**src/sv/gcdist_pkg.sv**
```systemverilog
package gcdist_pkg;

    localparam int CORDIC_STEPS = 30;
    localparam int SQRT_STEPS   = 31;
    localparam int XW           = 34;
    localparam int ZW           = 33;

    typedef logic signed [25:0]   ang_t;
    typedef logic signed [31:0]   q30s_t;
    typedef logic [30:0]          q30u_t;
    typedef logic signed [XW-1:0] cx_t;
    typedef logic signed [ZW-1:0] cz_t;

    typedef struct packed {
        cx_t x;
        cx_t y;
        cz_t z;
    } cordic_t;

    localparam logic [25:0] FULL_TURN    = 26'd47185920;
    localparam logic [25:0] QUARTER_TURN = 26'd11796480;
    localparam logic [24:0] DEG_TO_RAD   = 25'd18740330;
    localparam cx_t         CORDIC_GAIN  = 34'sd652032875;
    localparam q30s_t       ONE_Q30      = 32'sd1073741824;
    localparam logic [21:0] RADIUS_RESET = 22'd1630976;
    localparam logic [23:0] DIST_MAX     = 24'hFFFFFF;

    localparam int SINCOS_LAT = CORDIC_STEPS + 3;
    localparam int HAV_LAT    = 2;
    localparam int SQRT_LAT   = SQRT_STEPS;
    localparam int ATAN_LAT   = CORDIC_STEPS;
    // input stage + units + product stage + output stage
    localparam int PIPE_DEPTH = 1 + SINCOS_LAT + HAV_LAT + SQRT_LAT + ATAN_LAT + 2;

    // atan(2^-i) in Q30 radians
    function automatic cz_t atan_entry(input int i);
        cz_t v;
        case (i)
            0:  v = 33'sd843314857;
            1:  v = 33'sd497837829;
            2:  v = 33'sd263043837;
            3:  v = 33'sd133525159;
            4:  v = 33'sd67021687;
            5:  v = 33'sd33543516;
            6:  v = 33'sd16775851;
            7:  v = 33'sd8388437;
            8:  v = 33'sd4194283;
            9:  v = 33'sd2097149;
            default: v = cz_t'(33'sd1 <<< (30 - i));
        endcase
        return v;
    endfunction

    // Q30 product, rounded half up
    function automatic q30s_t mulq(input q30s_t a, input q30s_t b);
        logic signed [63:0] p;
        p = 64'(a) * 64'(b) + 64'sd536870912;
        return q30s_t'(p >>> 30);
    endfunction

    function automatic q30s_t clamp_unit(input logic signed [34:0] v);
        q30s_t r;
        if (v > 35'sd1073741824) begin
            r = ONE_Q30;
        end
        else if (v < -35'sd1073741824) begin
            r = -ONE_Q30;
        end
        else begin
            r = q30s_t'(v);
        end
        return r;
    endfunction

endpackage

```
**src/sv/gcdist_sqrt.sv**
```systemverilog
module gcdist_sqrt (
    input  logic               clk,
    input  logic               en,
    input  gcdist_pkg::q30u_t  v,
    output gcdist_pkg::q30u_t  root
);

    localparam int N = gcdist_pkg::SQRT_STEPS;

    typedef struct packed {
        logic [60:0] rem;
        logic [61:0] res;
    } sq_t;

    // one result bit per stage
    function automatic sq_t sqrt_step(input sq_t s, input int k);
        logic [61:0] bitv;
        logic [61:0] trial;
        sq_t         o;
        bitv  = 62'd1 << (2 * (N - 1 - k));
        trial = s.res + bitv;
        if ({1'b0, s.rem} >= trial) begin
            o.rem = 61'({1'b0, s.rem} - trial);
            o.res = (s.res >> 1) + bitv;
        end
        else begin
            o.rem = s.rem;
            o.res = s.res >> 1;
        end
        return o;
    endfunction

    sq_t st_reg [0:N-1];
    sq_t first;

    always_comb begin
        first.rem = {v, 30'd0};
        first.res = '0;
    end

    always_ff @(posedge clk) begin
        if (en) begin
            st_reg[0] <= sqrt_step(first, 0);
            for (int k = 1; k < N; k++) begin
                st_reg[k] <= sqrt_step(st_reg[k-1], k);
            end
        end
    end

    assign root = st_reg[N-1].res[30:0];

endmodule

```
**config.mk**
```make
export PLATFORM = sky130hd
export DESIGN_NAME = gcdist_sqrt
export DESIGN_NICKNAME = d
export VERILOG_FILES = /design/src/sv/gcdist_pkg.sv /design/src/sv/gcdist_sqrt.sv
export SDC_FILE = /design/constraint.sdc
export NUM_CORES = 2
export LEC_CHECK = 0
export BUFFER_PORTS_ARGS = -buffer_cell sky130_fd_sc_hd__buf_4
export CORE_UTILIZATION = 45
export CTS_CLUSTER_SIZE = 30
export DETAILED_ROUTE_END_ITERATION = 6
export PLACE_DENSITY = 0.69
export SYNTH_ARGS = -nofsm -noshare
export SYNTH_HDL_FRONTEND = slang
export SYNTH_SLANG_ARGS = --single-unit
```
**constraint.sdc**
```tcl
create_clock -name clk -period 11.4 [get_ports clk]
set_input_delay 0.57 -clock clk [delete_from_list [all_inputs] [get_ports clk]]
set_output_delay 0.57 -clock clk [all_outputs]
set_load 0.01 [all_outputs]
```
==> run metrics <==
switch share=30.8%; Comb power frac=between 20 and 25%; crit-path max FO=57; fin nets=8169; layout cell share with drive strength beyond 1=6.55%; largest net degree at the start of global routing=194; Setup-failing EPs final=0; Hold Path Depth=1; full die area=194000 um^2; 1st-iter DRT viols=between 3000 and 4000; total global routing overflow=0; Startpoint Class=flip-flop; initial antenna violation count=0; GRT Resource Usage Total=18.7%; Yosys warnings=0; routed vias/inst=5.50; Sw Pwr=0.00585 W; cell accounting for the most synthesized area=edfxtp_1; Final Hold Fails=0; RSZ-0062 raised after global routing=false; CTS tree=done; ys async rst share=0%; fin crit share=between 40 and 50%; sequential-to-total area share from yosys stat=56.2%; Core Box Area=191000 um^2; HPWL Detailed=136000 um; max incr delay on CP=0.89 ns; setup TNS=0 ns; critical path class=reg2reg; Worst R2R End=st_reg[1][1352]$_DFFE_PP_; Hold Path Class=in2reg; Max Root-Sink Buffers=3; Slowest-stage cell, CP=a211oi_1; Pint=0.0132 W; wire per inst=17.8 um; static leakage=36.8 nW; CP Launch Point=st_reg[1][1180]$_DFFE_PP_; CP endpoint=st_reg[1][1352]$_DFFE_PP_; synthesized cell area=between 80000 and 90000 um^2; root buffer cell=clkbuf_16; Max-cap violations=0; clock sinks=1622; pwr dens=198 nW/um^2; skew final=0.0826 ns; Num CTS Buffers=175; Buffers on Ports=63; Post-synth EDFFs=1622; post-layout min period=4.93 ns; CP Cell Sequence=inv_1 > ha_1 > inv_1 > fa_1 > nor2b_1 > o21a_1 > o211ai_1 > a211oi_1 > o21ai_0 > a211oi_1 > nor2b_4 > nor4_1 > a21boi_0; total power=0.0190 W; post-CTS setup buffer count=0; DRT Wirelength=183000 um; CP Capture Type=flip-flop; top_reg_cell synth=edfxtp_1; Initial Utilization=45.4%; Layout fillers=around 16000; Max-Slew Margin vs Limit=between 10 and 15%; hold_ws=0.355 ns; CP required=11.93 ns; Pins Over Slew Limit=0; syn avg cell area=approximately 12 um^2; DRT Pass-1 Iters=6; Placer Congestion=0.961; antenna viol nets, final=0; maximum vdd drop=0.147 mV; CTS H-tree lvls=4; fmax=between 0.2 and 0.25 GHz; Yosys top cell area share=a little under three fifths; synth-to-layout area growth=11.0%; reg2reg setup slack=between 6 and 7 ns; clk slew on worst S/H paths=0.06 ns; Die H=441 um; Slew @ Worst Pin=1.30 ns; Net Count, Synth=8051; #FFs+latches synth=1622; Largest register FFs=between 1500 and 2000; Cells after Synth=7509; clock latency at the later pin of the worst-skew pair=0.85 ns; Reg power frac=44.6%; synth top area cells=edfxtp_1 (56%), ha_1 (7.1%), xor2_1 (3.8%), xnor2_1 (3.6%), a21oi_1 (2.7%); status=completed; DRC=0; first-pass GRT wire length=291000 um; Rows=160; top cells by count, synth=edfxtp_1 (1622), inv_1 (621), nand2_1 (553), ha_1 (494), a21oi_1 (474); vias post-DR=between 50000 and 60000; Arrival @ worst endpoint=5.46 ns; Die Wd=roughly 440 um; vias in the first global route=~58000; Yosys cell types=about 90; RR Startpoint=st_reg[1][1180]$_DFFE_PP_; power share of the clock group=30.7%; IO Count=64; most frequent cell after synthesis=edfxtp_1; R2R depth=13
## layout by cell type, fill, tap and decap left out, types with 45 or more instances in the layout
cell / instances
edfxtp_1: 1622
inv_1: 621
nand2_1: 553
ha_1: 494
a21oi_1: 473
nor2_1: 450
o21ai_0: 435
xor2_1: 376
xnor2_1: 360
a21o_1: 216
nor3_1: 188
clkbuf_16: 175
nor4_1: 161
nand3_1: 127
or3_1: 103
buf_4: 99
o21a_1: 89
nand2b_1: 84
nand4_1: 80
mux2_2: 68
nor2b_1: 65
or4_1: 62
a211oi_1: 51
o21bai_1: 48
and3_1: 48
clkinv_1: 45
## critical path: cells and delay by family, from the launching register on
family / cells / cell delay, ns
adder cells (fa/ha/maj): 2 / 0.57
AO/OA/AOI/OAI: 6 / 2.31
AND/OR/NAND/NOR: 3 / 1.16
buffers and inverters: 2 / 0.18
flip-flops: 1 / 0.43
## stage by stage
step / std cells / cell area [um^2] / worst slack, ns / util (%)
2_1_floorplan: 7509 / 86700 / 7.64 / -
4_1_cts: 10287 / 96200 / 6.48 / 50.4
3_5_place_dp: 9930 / 89800 / 6.56 / 47.1
6_report: 10288 / 96200 / 6.47 / 50.4
5_1_grt: 10287 / 96200 / 6.07 / 50.4
3_3_place_gp: 9930 / 89800 / 6.60 / 47.1
## final cells by class
type                    instances  area [um^2]  share of cell area, %
multi-input cells            5070        34800                   36.2
clock buffers                 205         4490                   4.67
well taps                    2511         3140                   3.27
repair buffers                135         1160                   1.21
flip-flops and latches       1622        48700                   50.6
diodes                          1         2.50                0.00260
inverters                     623         2340                   2.43
clock inverters               121         1540                   1.60
## logic make-up (layout without fill, tap and decap cells)
group	Yosys count	in the layout	share of synthesized area, %
AND/OR/NAND/NOR	2118	2118	12.4
flip-flops	1622	1622	56.2
AO/OA/AOI/OAI	1620	1620	11.7
buffers and inverters	817	1084	3.71
XOR/XNOR	736	736	7.44
adder cells (fa/ha/maj)	509	509	7.48
multiplexers	86	86	1.11
other	1	2	0.00433
## worst min path at each step
stage	from	to	slack, ns
5_1_grt	en	st_reg[0][241]$_DFFE_PP_	0.37
6_report	en	st_reg[0][234]$_DFFE_PP_	0.35
3_3_place_gp	st_reg[0][709]$_DFFE_PP_	st_reg[0][832]$_DFFE_PP_	0.42
2_1_floorplan	st_reg[0][958]$_DFFE_PP_	st_reg[0][1081]$_DFFE_PP_	0.42
4_1_cts	en	st_reg[0][121]$_DFFE_PP_	0.33
3_5_place_dp	st_reg[0][720]$_DFFE_PP_	st_reg[0][843]$_DFFE_PP_	0.43
## what timing repair did
action	4_1_cts	5_1_grt
hold buffers	31	0
hold endpoints to repair	31	0
gates resized for setup	0	0
## power groups by stage
stage	logic (W)	clock network [W]	registers [W]
floorplan	0.00353	0	0.00830
global placement	0.00453	0	0.00856
detailed placement	0.00464	0	0.00857
CTS	0.00467	0.00597	0.00846
global route	0.00520	0.00619	0.00856
finish	0.00470	0.00583	0.00847
## per-layer routing
metal / wire length [um] / up-vias / share of wire [%] / global-route usage, %
met2: 105000 / 1256 / 57 / 38.6
met5: 0 / - / 0 / 0
met3: 5710 / 543 / 3.1 / 2.70
met1: 63500 / 26883 / 35 / 17.1
met4: 9330 / 0 / 5.1 / 9.67
li1: - / 27862 / - / -
No activity file was read; power rests on OpenSTA's default activity.
